$ cat src/sva_pkg.sv
package sva_pkg;

    localparam int VOICE_COUNT = 16;
    localparam int VOICE_BITS  = (VOICE_COUNT > 1) ? $clog2(VOICE_COUNT) : 1;
    localparam int STEP_BITS   = 32;
    localparam int OPC_W       = 2;
    localparam int CHAN_W      = 4;
    localparam int KEY_W       = 7;
    localparam int VEL_W       = 7;
    localparam int IDX_W       = 4;
    localparam int BEND_W      = 14;
    localparam int SEL_W       = 6;
    localparam int MULT_W      = 17;
    localparam int FRAC_BITS   = 16;
    localparam int PROD_W      = STEP_BITS + MULT_W;

    typedef enum logic [OPC_W-1:0] {
        OP_NOTE_ON  = 2'd0,
        OP_NOTE_OFF = 2'd1,
        OP_BEND     = 2'd2,
        OP_NONE     = 2'd3
    } t_op;

    typedef enum logic [2:0] {
        ST_IDLE,
        ST_ON,
        ST_MISS,
        ST_SCAN,
        ST_DRAIN
    } t_state;

    // one voice entry as kept in the table memory
    typedef struct packed {
        logic [KEY_W-1:0]     key;
        logic [CHAN_W-1:0]    chan;
        logic [VEL_W-1:0]     vol;
        logic [STEP_BITS-1:0] base;
        logic [STEP_BITS-1:0] cur;
    } t_voice;

    localparam int VOICE_W = $bits(t_voice);

    typedef struct packed {
        logic [IDX_W-1:0]     idx;
        logic                 hit;
        logic                 active;
        logic [KEY_W-1:0]     key;
        logic [CHAN_W-1:0]    chan;
        logic [VEL_W-1:0]     vol;
        logic [STEP_BITS-1:0] step;
        logic                 restart;
        logic                 last;
    } t_result;

    function automatic t_result miss_result();
        t_result res;
        res      = '0;
        res.last = 1'b1;
        return res;
    endfunction

    // Q1.16 bend multipliers, bend[13:8] selects
    function automatic logic [MULT_W-1:0] bend_mult(input logic [SEL_W-1:0] sel);
        logic [MULT_W-1:0] m;
        case (sel)
            6'd0:  m = 17'd61858;  6'd1:  m = 17'd61970;
            6'd2:  m = 17'd62081;  6'd3:  m = 17'd62194;
            6'd4:  m = 17'd62306;  6'd5:  m = 17'd62419;
            6'd6:  m = 17'd62531;  6'd7:  m = 17'd62644;
            6'd8:  m = 17'd62757;  6'd9:  m = 17'd62871;
            6'd10: m = 17'd62984;  6'd11: m = 17'd63098;
            6'd12: m = 17'd63212;  6'd13: m = 17'd63326;
            6'd14: m = 17'd63441;  6'd15: m = 17'd63556;
            6'd16: m = 17'd63670;  6'd17: m = 17'd63785;
            6'd18: m = 17'd63901;  6'd19: m = 17'd64016;
            6'd20: m = 17'd64132;  6'd21: m = 17'd64248;
            6'd22: m = 17'd64364;  6'd23: m = 17'd64480;
            6'd24: m = 17'd64596;  6'd25: m = 17'd64713;
            6'd26: m = 17'd64830;  6'd27: m = 17'd64947;
            6'd28: m = 17'd65065;  6'd29: m = 17'd65182;
            6'd30: m = 17'd65300;  6'd31: m = 17'd65418;
            6'd32: m = 17'd65536;  6'd33: m = 17'd65654;
            6'd34: m = 17'd65773;  6'd35: m = 17'd65892;
            6'd36: m = 17'd66011;  6'd37: m = 17'd66130;
            6'd38: m = 17'd66250;  6'd39: m = 17'd66369;
            6'd40: m = 17'd66489;  6'd41: m = 17'd66609;
            6'd42: m = 17'd66730;  6'd43: m = 17'd66850;
            6'd44: m = 17'd66971;  6'd45: m = 17'd67092;
            6'd46: m = 17'd67213;  6'd47: m = 17'd67335;
            6'd48: m = 17'd67456;  6'd49: m = 17'd67578;
            6'd50: m = 17'd67700;  6'd51: m = 17'd67823;
            6'd52: m = 17'd67945;  6'd53: m = 17'd68068;
            6'd54: m = 17'd68191;  6'd55: m = 17'd68314;
            6'd56: m = 17'd68438;  6'd57: m = 17'd68561;
            6'd58: m = 17'd68685;  6'd59: m = 17'd68809;
            6'd60: m = 17'd68933;  6'd61: m = 17'd69058;
            6'd62: m = 17'd69183;  6'd63: m = 17'd69308;
            default: m = 17'd65536;
        endcase
        return m;
    endfunction

endpackage

$ cat src/sva_ram.sv
module sva_ram #(
    parameter int WIDTH = 8,
    parameter int DEPTH = 16,
    parameter int AW    = (DEPTH > 1) ? $clog2(DEPTH) : 1
) (
    input  logic             i_clk,
    input  logic             i_we,
    input  logic [AW-1:0]    i_waddr,
    input  logic [WIDTH-1:0] i_wdata,
    input  logic [AW-1:0]    i_raddr,
    output logic [WIDTH-1:0] o_rdata
);

    logic [WIDTH-1:0] r_mem [DEPTH];
    logic [WIDTH-1:0] r_rdata;

    always_ff @(posedge i_clk) begin
        if (i_we) begin
            r_mem[i_waddr] <= i_wdata;
        end
        r_rdata <= r_mem[i_raddr];
    end

    assign o_rdata = r_rdata;

endmodule

$ cat src/sva_scale.sv
module sva_scale (
    input  logic                          i_clk,
    input  logic [sva_pkg::STEP_BITS-1:0] i_base,
    input  logic [sva_pkg::MULT_W-1:0]    i_mult,
    output logic [sva_pkg::STEP_BITS-1:0] o_step
);
    import sva_pkg::*;

    logic [PROD_W-1:0] r_prod;
    logic              ovf;

    always_ff @(posedge i_clk) begin
        r_prod <= PROD_W'(i_base) * PROD_W'(i_mult);
    end

    // floor(base * mult / 2^16), clamped to the step range
    assign ovf    = |r_prod[PROD_W-1:FRAC_BITS+STEP_BITS];
    assign o_step = ovf ? {STEP_BITS{1'b1}} : r_prod[FRAC_BITS+STEP_BITS-1:FRAC_BITS];

endmodule

$ cat src/synth_voice_allocator.sv
// Polyphonic voice allocator.
// Request channel: drive the item fields with start high; the request is
// taken at a clock edge where start is high and busy is low. busy stays
// high until the last result of that request is shown.
// Result channel: each result is on the o_ ports for one cycle with o_valid
// high; o_last marks the final result of a request. The receiver cannot
// stall, so results are never held back.
// Note on with nonzero velocity, and opcode 3: one result, registered after
// the ST_ON or ST_MISS state; busy drops in the same cycle that it shows.
// Note off and pitch bend: the voice table memory is read one voice per
// cycle (one read port, registered read), then a two-stage tail (match
// check and multiply, then write-back). The final result is shown once the
// scan pipeline has drained; bend results for retuned voices come out one
// by one, each held until the next match is found.
// Reset (synchronous, i_rst_n low) marks all voices free and drops busy;
// the table memory itself is not cleared; free voices never match in a scan.
module synth_voice_allocator (
    input  logic                          i_clk,
    input  logic                          i_rst_n,
    input  logic                          start,
    output logic                          busy,
    input  logic [sva_pkg::OPC_W-1:0]     i_opcode,
    input  logic [sva_pkg::CHAN_W-1:0]    i_channel,
    input  logic [sva_pkg::KEY_W-1:0]     i_key,
    input  logic [sva_pkg::VEL_W-1:0]     i_velocity,
    input  logic [sva_pkg::STEP_BITS-1:0] i_key_step,
    input  logic [sva_pkg::BEND_W-1:0]    i_bend,
    output logic                          o_valid,
    output logic [sva_pkg::IDX_W-1:0]     o_voice_index,
    output logic                          o_hit,
    output logic                          o_voice_active,
    output logic [sva_pkg::KEY_W-1:0]     o_note_key,
    output logic [sva_pkg::CHAN_W-1:0]    o_voice_channel,
    output logic [sva_pkg::VEL_W-1:0]     o_volume,
    output logic [sva_pkg::STEP_BITS-1:0] o_step_value,
    output logic                          o_restart_phase,
    output logic                          o_last
);
    import sva_pkg::*;

    t_state                r_state, n_state;
    logic [VOICE_COUNT-1:0] r_used, n_used;
    logic [VOICE_BITS-1:0]  r_addr, n_addr;
    logic                  r_found, n_found;
    logic                  r_pend_v, n_pend_v;
    t_result               r_pend, n_pend;
    logic                  r_out_v, n_out_v;
    t_result               r_out, n_out;

    // latched request
    t_op                   r_op;
    logic [CHAN_W-1:0]     r_chan;
    logic [KEY_W-1:0]      r_key;
    logic [VEL_W-1:0]      r_vel;
    logic [STEP_BITS-1:0]  r_kstep;
    logic [MULT_W-1:0]     r_mult;

    // scan pipeline
    logic                  r_s1_v;
    logic [VOICE_BITS-1:0] r_s1_idx;
    logic                  r_s2_v;
    logic                  r_s2_match;
    logic [VOICE_BITS-1:0] r_s2_idx;
    t_voice                r_s2_voice;

    t_op                   eff_op;
    logic                  accept;
    t_voice                ram_q;
    logic                  ram_we;
    logic [VOICE_BITS-1:0] ram_waddr;
    t_voice                ram_wdata;
    logic                  s1_match;
    logic [STEP_BITS-1:0]  scaled;
    logic                  free_found;
    logic [VOICE_BITS-1:0] free_idx;

    assign accept = start && (r_state == ST_IDLE);
    assign busy   = (r_state != ST_IDLE);

    always_comb begin
        eff_op = t_op'(i_opcode);
        if (eff_op == OP_NOTE_ON && i_velocity == '0) begin
            eff_op = OP_NOTE_OFF;
        end
    end

    sva_ram #(
        .WIDTH (VOICE_W),
        .DEPTH (VOICE_COUNT)
    ) u_table (
        .i_clk   (i_clk),
        .i_we    (ram_we),
        .i_waddr (ram_waddr),
        .i_wdata (ram_wdata),
        .i_raddr (r_addr),
        .o_rdata (ram_q)
    );

    sva_scale u_scale (
        .i_clk  (i_clk),
        .i_base (ram_q.base),
        .i_mult (r_mult),
        .o_step (scaled)
    );

    assign s1_match = r_used[r_s1_idx] &&
                      ((r_op == OP_BEND) ? (ram_q.chan == r_chan) : (ram_q.key == r_key));

    // lowest free voice for note on
    always_comb begin
        free_found = 1'b0;
        free_idx   = '0;
        for (int v = VOICE_COUNT - 1; v >= 0; v--) begin
            if (!r_used[v]) begin
                free_found = 1'b1;
                free_idx   = VOICE_BITS'(v);
            end
        end
    end

    always_ff @(posedge i_clk) begin
        if (accept) begin
            r_op    <= eff_op;
            r_chan  <= i_channel;
            r_key   <= i_key;
            r_vel   <= i_velocity;
            r_kstep <= i_key_step;
            r_mult  <= bend_mult(i_bend[BEND_W-1 -: SEL_W]);
        end
        r_s1_idx   <= r_addr;
        r_s2_idx   <= r_s1_idx;
        r_s2_match <= s1_match;
        r_s2_voice <= ram_q;
        r_pend     <= n_pend;
        r_out      <= n_out;
    end

    always_ff @(posedge i_clk) begin
        if (!i_rst_n) begin
            r_state  <= ST_IDLE;
            r_used   <= '0;
            r_addr   <= '0;
            r_found  <= 1'b0;
            r_pend_v <= 1'b0;
            r_out_v  <= 1'b0;
            r_s1_v   <= 1'b0;
            r_s2_v   <= 1'b0;
        end else begin
            r_state  <= n_state;
            r_used   <= n_used;
            r_addr   <= n_addr;
            r_found  <= n_found;
            r_pend_v <= n_pend_v;
            r_out_v  <= n_out_v;
            r_s1_v   <= (r_state == ST_SCAN);
            r_s2_v   <= r_s1_v;
        end
    end

    always_comb begin
        t_result res;
        t_voice  upd;

        n_state   = r_state;
        n_used    = r_used;
        n_addr    = r_addr;
        n_found   = r_found;
        n_pend_v  = r_pend_v;
        n_pend    = r_pend;
        n_out_v   = 1'b0;
        n_out     = r_out;
        ram_we    = 1'b0;
        ram_waddr = r_s2_idx;

        // write-back stage: note off frees, bend retunes
        upd = r_s2_voice;
        res = '0;
        res.idx  = IDX_W'(r_s2_idx);
        res.hit  = 1'b1;
        res.key  = r_s2_voice.key;
        res.vol  = r_s2_voice.vol;
        if (r_op == OP_BEND) begin
            upd.cur     = scaled;
            res.active  = 1'b1;
            res.chan    = r_s2_voice.chan;
            res.step    = scaled;
        end else begin
            upd.chan    = '0;
            upd.base    = r_kstep;
            upd.cur     = r_kstep;
            res.active  = 1'b0;
            res.chan    = '0;
            res.step    = r_kstep;
        end
        ram_wdata = upd;

        if (r_s2_v && r_s2_match && !(r_op == OP_NOTE_OFF && r_found)) begin
            ram_we = 1'b1;
            if (r_op == OP_NOTE_OFF) begin
                n_used[r_s2_idx] = 1'b0;
                n_found          = 1'b1;
            end
            // previous match is now known not to be the last one
            if (r_pend_v) begin
                n_out_v = 1'b1;
                n_out   = r_pend;
            end
            n_pend_v = 1'b1;
            n_pend   = res;
        end

        case (r_state)
            ST_IDLE: begin
                if (start) begin
                    n_addr   = '0;
                    n_found  = 1'b0;
                    n_pend_v = 1'b0;
                    case (eff_op)
                        OP_NOTE_ON:  n_state = ST_ON;
                        OP_NOTE_OFF: n_state = ST_SCAN;
                        OP_BEND:     n_state = ST_SCAN;
                        default:     n_state = ST_MISS;
                    endcase
                end
            end
            ST_ON: begin
                n_out_v = 1'b1;
                n_state = ST_IDLE;
                if (free_found) begin
                    ram_we         = 1'b1;
                    ram_waddr      = free_idx;
                    ram_wdata.key  = r_key;
                    ram_wdata.chan = r_chan;
                    ram_wdata.vol  = r_vel;
                    ram_wdata.base = r_kstep;
                    ram_wdata.cur  = r_kstep;
                    n_used[free_idx] = 1'b1;
                    n_out.idx     = IDX_W'(free_idx);
                    n_out.hit     = 1'b1;
                    n_out.active  = 1'b1;
                    n_out.key     = r_key;
                    n_out.chan    = r_chan;
                    n_out.vol     = r_vel;
                    n_out.step    = r_kstep;
                    n_out.restart = 1'b1;
                    n_out.last    = 1'b1;
                end else begin
                    n_out = miss_result();
                end
            end
            ST_MISS: begin
                n_out_v = 1'b1;
                n_out   = miss_result();
                n_state = ST_IDLE;
            end
            ST_SCAN: begin
                n_addr = VOICE_BITS'(r_addr + 1'b1);
                if (r_addr == VOICE_BITS'(VOICE_COUNT - 1)) begin
                    n_state = ST_DRAIN;
                end
            end
            ST_DRAIN: begin
                if (!r_s1_v && !r_s2_v) begin
                    n_out_v = 1'b1;
                    if (r_pend_v) begin
                        n_out      = r_pend;
                        n_out.last = 1'b1;
                    end else begin
                        n_out = miss_result();
                    end
                    n_pend_v = 1'b0;
                    n_state  = ST_IDLE;
                end
            end
            default: n_state = ST_IDLE;
        endcase
    end

    assign o_valid         = r_out_v;
    assign o_voice_index   = r_out.idx;
    assign o_hit           = r_out.hit;
    assign o_voice_active  = r_out.active;
    assign o_note_key      = r_out.key;
    assign o_voice_channel = r_out.chan;
    assign o_volume        = r_out.vol;
    assign o_step_value    = r_out.step;
    assign o_restart_phase = r_out.restart;
    assign o_last          = r_out.last;

    // request completion goes with its final result
    a_done_with_last: assert property (@(posedge i_clk) disable iff (!i_rst_n)
        $fell(busy) |-> (o_valid && o_last))
        else $error("busy dropped without a final result");

    // a non-final result means the request is still in progress
    a_mid_result_busy: assert property (@(posedge i_clk) disable iff (!i_rst_n)
        (o_valid && !o_last) |-> busy)
        else $error("intermediate result after request finished");

    a_miss_is_single: assert property (@(posedge i_clk) disable iff (!i_rst_n)
        (o_valid && !o_hit) |-> (o_last && o_step_value == '0 && !o_voice_active))
        else $error("miss result malformed");

    a_pipe_in_scan: assert property (@(posedge i_clk) disable iff (!i_rst_n)
        r_s2_v |-> (r_state == ST_SCAN || r_state == ST_DRAIN))
        else $error("scan pipeline active outside a scan");

endmodule

$ cat config.mk
export PLATFORM = sky130hd
export DESIGN_NAME = synth_voice_allocator
export DESIGN_NICKNAME = d
export VERILOG_FILES = /design/src/sva_pkg.sv /design/src/sva_ram.sv /design/src/sva_scale.sv /design/src/synth_voice_allocator.sv
export SDC_FILE = /design/constraint.sdc
export NUM_CORES = 2
export LEC_CHECK = 0
export BUFFER_PORTS_ARGS = -buffer_cell sky130_fd_sc_hd__buf_2
export CAP_MARGIN = 5
export CORE_UTILIZATION = 25
export DETAILED_ROUTE_END_ITERATION = 10
export GPL_TIMING_DRIVEN = 1
export PLACE_DENSITY_LB_ADDON = 0.12
export SKIP_CTS_REPAIR_TIMING = 1
export SYNTH_ARGS = -nofsm -noshare
export SYNTH_HDL_FRONTEND = slang
export SYNTH_SLANG_ARGS = --single-unit
$ cat constraint.sdc
create_clock -name i_clk -period 9.8 [get_ports i_clk]
set_input_delay 0.49 -clock i_clk [delete_from_list [all_inputs] [get_ports i_clk]]
set_output_delay 0.49 -clock i_clk [all_outputs]
set_load 0.02 [all_outputs]
==> metrics.md <==
| Metric | Value |
|---|---|
| Most common library cells after synthesis | `edfxtp_1, inv_1, nand2_1` |
| Crit end category | `flip-flop` |
| Drt via density | `4.37` |
| Yosys warns | `0` |
| Layout cells sized above 1 | `16.8%` |
| # DRC | `0` |
| FF-to-FF setup slack | `2.30 ns` |
| Net Count, Synth | `4,732` |
| Largest net degree at the start of global routing | `117` |
| Unique cell type count in the Yosys netlist | `72` |
| Routed Antenna Nets | `0` |
| Number of enable flip-flop cells after synthesis | `921` |
| Max Buffers Root-to-Sink | `3` |
| Startpoint class of the critical path | `flip-flop` |
| Die Width | `487 µm` |
| Initial DRT Pass Iterations | `6` |
| Worst-Skew Late Latency | `0.77 ns` |
| Hold Crit Class | `in2reg` |
| H-tree level count | `4` |
| CTS tree | `yes` |
| Die Area | `0.237 mm²` |
| Ys flop type | `edfxtp_1` |
| Routed len/inst | `22.6 µm` |
| Mapped cell area | `0.0588 mm²` |
| Synth top area share | `47.0%` |
| Leading area contributor after synthesis | `edfxtp_1` |
| Most frequent cell after synthesis | `edfxtp_1` |
| Yosys reg bits | `1,149` |
| # IOs | `129` |
| Slew Viols, Final | `0` |
| All-Layer GR Usage | `14.5%` |
| RePlAce Congestion | `0.762` |
| First-pass GRT wire length | `252 mm` |
| Routed vias | `32,800` |
| Crit path DAT | `8.13 ns` |
| Vias in the first global route | `36,000` |
| Final-stage net count | `4,906` |
| Number of fillers in the final layout | `23,500` |
| Register area share after synthesis | `54.8%` |
| Minimum clock period | `7.50 ns` |
| Slew headroom | `16.2%` |
| PortBufs | `120` |
| Area contributors post-synth | `edfxtp_1, fa_1, mux4_2` |
| Root buffer cell | `clkbuf_16` |
| # clock sinks | `1,149` |
| Initial antenna violation count | `15` |
| Worst Skew | `0.0506 ns` |
| DP HPWL | `109 mm` |
| Setup CP Type | `reg2reg` |
| Post-synthesis instance total | `4,091` |
| WP data required | `10.43 ns` |
| Syn Area/Cell | `14.4 µm²` |
| Die Ht | `487 µm` |
| Final setup fails | `0` |
| Max frequency | `133 MHz` |
| Tcrit/Tclk final | `76.6%` |
| Final hold vios | `0` |
| Clock buffer count from CTS | `132` |
| Grt total ovfl | `0` |
| Post-synth ARST share | `0%` |
| Rows | `177` |
| Initial Util | `25.2%` |
| Outcome | `complete, no violations` |
| Tightest Pin Transition | `1.24 ns` |
| RSZ-0062 raised after global routing | `no` |
| Maxcap violations | `0` |
| Layout area overhead | `15.8%` |
| Core area | `0.233 mm²` |
| Clock Pin Slew Worst Setup and Hold Paths | `0.06 ns` |
| TNS Setup | `0 ns` |
| Worst-path fanout max | `17` |
| Initial DRC count | `2,412` |
| Final WL | `170 mm` |
[final timing paths]
check                 startpoint            endpoint  depth (start not counted)
max reg2reg            r_mult[4]  u_scale.r_prod[48]                         21
max                    r_mult[4]  u_scale.r_prod[48]                         21
min                  i_opcode[0]          r_state[0]                          4
min reg2reg  u_table.o_rdata[65]      r_s2_voice[65]                          0
[layout by cell type (no fill, tap or decap), drive strengths merged, types with 19 or more instances in the layout]
master / n
nor3: 27
nor2: 67
and2: 166
xnor2: 53
nand3: 23
o21ai: 108
clkbuf: 179
dfxtp: 228
a21oi: 81
a222oi: 50
buf: 210
a21o: 21
xor2: 19
mux2: 36
o211ai: 24
inv: 566
mux4: 258
fa: 424
dlygate4sd3: 47
edfxtp: 921
nand2: 481
ha: 148
clkinv: 49
[cell type report]
cell class              count  area [µm²]  area share [%]
clock inverters            63         618           0.907
diodes                      6        15.0          0.0220
multi-input cells        2162       23800            34.9
well taps                3132        3920            5.75
inverters                 563        2120            3.11
clock buffers             179        3690            5.41
flip-flops and latches   1149       32200            47.3
repair buffers            257        1770            2.60
[sequential cells by signal, indices dropped and copies added (netlist names), 7 cells and up]
register	count
r_key	7
u_table.o_rdata	50
r_used	16
r_pend	55
r_mult	14
u_table.r_mem	800
u_scale.r_prod	33
r_vel	7
o_step_value	32
r_kstep	32
r_s2_voice	50
o_note_key	7
o_volume	7
[kinds of logic (layout without fill, tap and decap cells)]
logic type	count (synthesis)	in the layout	share of synthesized area, %
AOI/OAI and AO/OA	394	394	4.53
and+or+nand+nor	827	827	6.41
other	0	6	0
adders and majority gates	572	572	17.6
muxes	297	297	10.6
buffers and inverters	780	1062	5.02
DFF	1149	1149	54.8
xor gates and xnor gates	72	72	1.07
[metal layers]
layer	wire, µm	track usage [%]
met5	0	0
met4	2970	3.00
met3	5370	1.95
met2	85000	25.2
met1	76500	19.2
[metrics by stage]
| step | hold slack (ns) | cell area [µm²] | worst slack [ns] | utilization [%] | instances |
|---|---|---|---|---|---|
| finish | 0.0771 | 68100 | 2.30 | 29.2 | 7511 |
| global route | 0.0451 | 68100 | 2.00 | 29.2 | 7506 |
| CTS | -0.172 | 67600 | 2.26 | 29.0 | 7458 |
| global placement | 0.314 | 63300 | 2.30 | 27.2 | 7216 |
| floorplan | 0.310 | 58800 | 3.27 | - | 4091 |
| detailed placement | 0.312 | 63300 | 2.33 | 27.2 | 7216 |
[critical path, cell delays in order (launching register included)]
cell and delay (ns):
edfxtp_1 0.96, buf_4 0.39, nand2_1 0.10, fa_1 0.50, fa_1 0.53, fa_1 0.52, inv_1 0.05, fa_1 0.52
fa_1 0.55, inv_1 0.07, fa_1 0.48, inv_1 0.05, ha_1 0.38, a21oi_1 0.25, o21ai_0 0.21, a22oi_1 0.29
nand2_1 0.08, o21ai_1 0.52, o311ai_1 0.30, a21oi_1 0.33, o21ai_1 0.12, xnor2_1 0.13
Power is not shown: default switching activity piles up to over one toggle a cycle in this logic, so the estimate is an artifact.
